`config.mk`:
```
export PLATFORM = sky130hd
export DESIGN_NAME = appe_scan
export DESIGN_NICKNAME = d
export VERILOG_FILES = /design/src/sv/appe_pkg.sv /design/src/sv/appe_scan.sv
export SDC_FILE = /design/constraint.sdc
export NUM_CORES = 1
export LEC_CHECK = 0
export ABC_CLOCK_PERIOD_IN_PS = 9000
export BUFFER_PORTS_ARGS = -buffer_cell sky130_fd_sc_hd__buf_2
export CAP_MARGIN = 20
export CORE_MARGIN = 2
export CORE_UTILIZATION = 60
export CTS_CLUSTER_SIZE = 8
export DETAILED_ROUTE_END_ITERATION = 8
export GPL_TIMING_DRIVEN = 0
export PLACE_DENSITY = 0.81
export SETUP_SLACK_MARGIN = 0.1
export SLEW_MARGIN = 10
export SYNTH_ARGS = -nofsm -noshare
export SYNTH_HDL_FRONTEND = slang
export SYNTH_SLANG_ARGS = --single-unit
```
`constraint.sdc`:
```
create_clock -name clk -period 9 [get_ports clk]
set_input_delay 0.45 -clock clk [delete_from_list [all_inputs] [get_ports clk]]
set_output_delay 0.45 -clock clk [all_outputs]
set_load 0.01 [all_outputs]
```
`src/sv/appe_pkg.sv`:
```
// Types, register indexes and the residual function of the planar encoder.
// Used by appe_scan, the top level and the checker; no dependencies.
`timescale 1ns / 1ps

package appe_pkg;

  localparam int CFG_W     = 12;
  localparam int REG_IDX_W = 2;
  localparam int ADDR_W    = 24;

  localparam logic [REG_IDX_W-1:0] REG_IMAGE_WIDTH  = 2'd0;
  localparam logic [REG_IDX_W-1:0] REG_IMAGE_HEIGHT = 2'd1;
  localparam logic [REG_IDX_W-1:0] REG_HAS_ALPHA    = 2'd2;

  typedef struct packed {
    logic [7:0] pixel_blue;
    logic [7:0] pixel_green;
    logic [7:0] pixel_red;
    logic [7:0] pixel_alpha;
  } pixel_t;

  typedef struct packed {
    logic [7:0]  resid_blue;
    logic [7:0]  resid_green;
    logic [7:0]  resid_red;
    logic [7:0]  resid_alpha;
    logic [21:0] addr_blue;
    logic [22:0] addr_green;
    logic [23:0] addr_red;
    logic [21:0] addr_alpha;
    logic        alpha_valid;
  } result_t;

  typedef struct packed {
    logic [CFG_W-1:0] image_width;
    logic [CFG_W-1:0] image_height;
    logic             has_alpha;
  } cfg_t;

  typedef enum logic [1:0] {
    PRED_RAW,   // first pixel of the frame
    PRED_LEFT,  // rest of the top row
    PRED_UP,    // left column below the top row
    PRED_AVG    // interior
  } pred_mode_t;

  typedef struct packed {
    pred_mode_t        mode;
    logic [CFG_W-1:0]  x;
    logic [ADDR_W-1:0] off;   // offset inside a color plane
    logic [ADDR_W-1:0] aoff;  // offset inside the alpha buffer
  } scan_t;

  function automatic logic [7:0] resid(pred_mode_t mode, logic [7:0] cur,
                                       logic [7:0] up, logic [7:0] left);
    logic [8:0] sum;
    logic [7:0] r;
    sum = {1'b0, up} + {1'b0, left};
    unique case (mode)
      PRED_RAW:  r = cur;
      PRED_LEFT: r = left - cur;
      PRED_UP:   r = up - cur;
      PRED_AVG:  r = sum[8:1] - cur;
      default:   r = cur;
    endcase
    return r;
  endfunction

endpackage

```
`src/sv/appe_scan.sv`:
```
// Raster position tracking and plane address generation.
// Depends on appe_pkg.
`timescale 1ns / 1ps

module appe_scan import appe_pkg::*; #(
  parameter int MAX_WIDTH  = 2048,
  parameter int MAX_HEIGHT = 2048
) (
  input  logic              clk,
  input  logic              rst,
  input  cfg_t              cfg,
  input  logic              restart,
  input  logic              advance,
  output scan_t             scan,
  output logic [ADDR_W-1:0] plane
);

  logic [CFG_W-1:0]     w_eff;
  logic [CFG_W-1:0]     h_eff;
  logic [CFG_W:0]       w_inc;
  logic [CFG_W:0]       h_inc;
  logic [CFG_W:0]       w_even;
  logic [CFG_W:0]       h_even;
  logic [2*CFG_W+1:0]   plane_prod;
  logic [CFG_W-1:0]     col;
  logic [CFG_W-1:0]     row;
  logic [ADDR_W-1:0]    pair_base;
  logic [ADDR_W-1:0]    line_base;
  logic                 last_col;
  logic                 last_row;

  always_comb begin
    priority if (cfg.image_width == '0) w_eff = CFG_W'(1);
    else if (int'(cfg.image_width) > MAX_WIDTH) w_eff = CFG_W'(MAX_WIDTH);
    else w_eff = cfg.image_width;

    priority if (cfg.image_height == '0) h_eff = CFG_W'(1);
    else if (int'(cfg.image_height) > MAX_HEIGHT) h_eff = CFG_W'(MAX_HEIGHT);
    else h_eff = cfg.image_height;

    w_inc      = {1'b0, w_eff} + 1'b1;
    h_inc      = {1'b0, h_eff} + 1'b1;
    w_even     = {w_inc[CFG_W:1], 1'b0};
    h_even     = {h_inc[CFG_W:1], 1'b0};
    plane_prod = w_even * h_even;

    last_col = ({1'b0, col} + 1'b1) >= {1'b0, w_eff};
    last_row = ({1'b0, row} + 1'b1) >= {1'b0, h_eff};
  end

  always_ff @(posedge clk) begin
    plane <= plane_prod[ADDR_W-1:0];
    if (rst || restart) begin
      col       <= '0;
      row       <= '0;
      pair_base <= '0;
      line_base <= '0;
    end else if (advance) begin
      if (!last_col) begin
        col <= col + 1'b1;
      end else begin
        col <= '0;
        if (last_row) begin
          row       <= '0;
          pair_base <= '0;
          line_base <= '0;
        end else begin
          row       <= row + 1'b1;
          line_base <= line_base + ADDR_W'(w_even);
          // odd row done: next row pair starts
          if (row[0]) begin
            pair_base <= pair_base + ADDR_W'({w_even, 1'b0});
          end
        end
      end
    end
  end

  always_comb begin
    priority if (row == '0 && col == '0) scan.mode = PRED_RAW;
    else if (row == '0) scan.mode = PRED_LEFT;
    else if (col == '0) scan.mode = PRED_UP;
    else scan.mode = PRED_AVG;
    scan.x    = col;
    scan.off  = pair_base + ADDR_W'({col, 1'b0}) + ADDR_W'(row[0]);
    scan.aoff = line_base + ADDR_W'(col);
  end

endmodule

```
==> summary.md <==
| Metric | Value |
|---|---|
| Switching fraction of total power | `38.6%` |
| Nets@finish | `1,727` |
| Adder-cell area share of the yosys netlist | `32.8%` |
| Crit path launch type | `input port` |
| Worst-Margin Slew | `1.03 ns` |
| DRT Wirelength | `27,400 um` |
| Vias | `9,645` |
| Post-synth ARST share | `0%` |
| Worst clock skew | `0.00527 ns` |
| Seq pwr share | `29.0%` |
| Port bufs | `110` |
| Synth warnings | `0` |
| Post-synthesis mux area share | `0.564%` |
| DP Worst Slack | `0.565 ns` |
| Post-synthesis sequential area ratio | `16.4%` |
| GR Overflow Total | `0` |
| CTS tree | `done` |
| Initial Util | `61.5%` |
| Clock power share | `26.6%` |
| Hold-fix buffers, CTS | `0` |
| CTS Buf Count | `9` |
| Setup tns final | `0 ns` |
| 1st-pass router iterations | `5` |
| GRT Resource Usage Total | `28.8%` |
| Worst EP required | `9.25 ns` |
| CP arrival | `8.37 ns` |
| Worst Hold Slack | `0.500 ns` |
| Top Ports | `115` |
| Initial antenna violation count | `1` |
| Clock slew at reported path FFs | `0.07 ns` |
| Synth cell types | `72` |
| Clk root buf | `clkbuf_16` |
| Crit Path Max Fanout | `11` |
| Clock Latency Late Sink | `0.36 ns` |
| Area of the core | `18,000 um^2` |
| Filler instances | `1,514` |
| Final WS setup | `0.878 ns` |
| Sw power | `610 uW` |
| Post-CTS setup buffers | `0` |
| Hold Vio Cnt, Final | `0` |
| Number of global-route vias before repair | `9,788` |
| Placed Cells | `1,685` |
| Fin crit share | `90.2%` |
| Global-route wire length before repair | `46,000 um` |
| Pin count of the biggest net entering global routing | `19` |
| Fin. max-slew vios | `0` |
| # DRC | `0` |
| Routability congestion estimate | `0.962` |
| H-tree depth | `3` |
| Pwr dens | `128 nW/um^2` |
| Leak | `6.08 nW` |
| Die width | `140 um` |
| DRT antenna net count | `0` |
| Clock Path Buffers | `2` |
| Post-synth EDFFs | `0` |
| Rows | `49` |
| Setup Crit Path Kind | `in -> reg` |
| Layout Area Growth over Synthesis | `11.3%` |
| Int Pwr | `971 uW` |
| Drt wl/cell | `16.1 um` |
| Max Cap Viol | `0` |
| Primary FF master, synth | `dfxtp_1` |
| Worst vdd ir | `0.179 mV` |
| Most frequent cells in the layout | `inv_1, nand2_1, ha_1` |
| Status | `finished, final reports clean` |
| Post-Layout Cell Count | `1,703` |
| Post-Syn Instances | `1,323` |
| FMAX | `123 MHz` |
| DRT iter0 DRCs | `682` |
| Simple-Gate Fraction of Synth Area | `21.3%` |
| Final min period | `8.12 ns` |
| Synth Area in Compound Gates | `11.7%` |
| RSZ-0062 raised after global routing | `false` |
| Combinational Power Share | `44.4%` |
| Synth Register Bits | `91` |
| Most common cell after layout, fill and taps aside | `inv_1` |
| Synthesized area per cell | `8.38 um^2` |
| Hold Path Class | `reg -> reg` |
| Largest family of logic cells by synthesized area | `adder cells` |
| CP Capture Type | `flop` |
| DIE HEIGHT | `140 um` |
| Layout cells sized above 1 | `11.8%` |
| Slew headroom | `30.1%` |
| Post-cts sizing count | `0` |
| Post-detail-place hpwl | `21,800 um` |
| Setup violators final | `0` |
| Synth Cell Area | `11,100 um^2` |
| Die area | `19,600 um^2` |
| Via density | `5.66` |
| Xor/xnor share of the synthesized area | `9.71%` |
| Clk sink count | `91` |
[per-stage QoR]
stage | cell area, um^2 | total power, mW | util, %
floorplan | 11200 | 0.995 | -
global placement | 12000 | 1.14 | 66.6
detailed placement | 12000 | 1.17 | 66.7
CTS | 12300 | 1.59 | 68.5
global route | 12300 | 1.71 | 68.5
finish | 12400 | 1.58 | 68.5
[per-layer routing]
layer	vias up	wire length, um	share of wire, %	track usage (%)
li1	4676	-	-	-
met1	4584	11400	42	34.9
met2	305	13300	48	49.8
met3	80	1580	5.8	4.41
met4	0	1130	4.1	14.6
met5	-	0	0	0
[kinds of logic (layout without fill, tap and decap cells)]
group           count (synthesis)  count (layout)
other cells                     2              25
fa+ha+maj                     230             230
flops                          91              91
buf+inv                       207             335
compound gates                192             192
mux                             6               6
simple gates                  472             472
xor+xnor                      123             123
[worst paths after layout]
kind,start,end,slack [ns],depth (start not counted)
setup / recovery,cfg[16],plane[23],0.88,28
hold reg to reg,pair_base[10],pair_base[10],0.50,1
hold / removal,pair_base[10],pair_base[10],0.50,1
setup reg to reg,row[0],pair_base[9],4.95,15
[critical path, stage by stage]
cell and delay (ns):
buf_2 0.14, nor4_1 0.31, nand3_1 0.14, a21oi_1 0.23, ha_1 0.22, and3_1 0.20
nand3_1 0.13, nor4_1 0.36, xnor2_1 0.28, clkbuf_1 0.66, nand2_1 0.18, fa_1 0.56
inv_1 0.05, fa_1 0.52, fa_1 0.44, fa_1 0.54, inv_1 0.05, fa_1 0.53
inv_1 0.05, ha_1 0.33, a21oi_1 0.22, o21bai_1 0.15, nor3b_1 0.24, o21a_1 0.22
nor3_1 0.07, a2111oi_0 0.75, a21oi_1 0.20, xnor2_1 0.16
[state kept, by name (all words and copies together), names as in the netlist]
signal and count:
plane 22, line_base 23, pair_base 22, col 12, row 12
[cells in the mapped netlist (all sizes together) (38+ instances only)]
library cell	instances	area, um^2
nor2	107	407
fa	101	2020
xor2	46	403
nor3	38	226
and2	39	244
a21oi	58	290
xnor2	77	674
ha	129	1610
dfxtp	91	1820
inv	163	612
nand3	47	248
nand2	143	537
[final cells by class]
| cell class | count | area [um^2] | area share [%] |
|---|---|---|---|
| Multi-Input combinational cell | 1047 | 8540 | 69.1 |
| Sequential cell | 91 | 1820 | 14.7 |
| Inverter | 164 | 616 | 4.98 |
| Timing Repair Buffer | 112 | 563 | 4.56 |
| Tap cell | 229 | 287 | 2.32 |
| Clock buffer | 9 | 225 | 1.82 |
| Buffer | 43 | 205 | 1.66 |
| Clock inverter | 7 | 95.1 | 0.770 |
| Antenna cell | 1 | 2.50 | 0.0203 |
[power groups by stage]
| stage | combinational, mW | sequential [mW] | clock [mW] |
|---|---|---|---|
| 5_1_grt | 0.803 | 0.461 | 0.440 |
| 6_report | 0.702 | 0.458 | 0.420 |
| 2_1_floorplan | 0.501 | 0.494 | 0 |
| 4_1_cts | 0.704 | 0.459 | 0.428 |
| 3_3_place_gp | 0.673 | 0.468 | 0 |
| 3_5_place_dp | 0.699 | 0.468 | 0 |
Power figures use the tool's default switching activity.
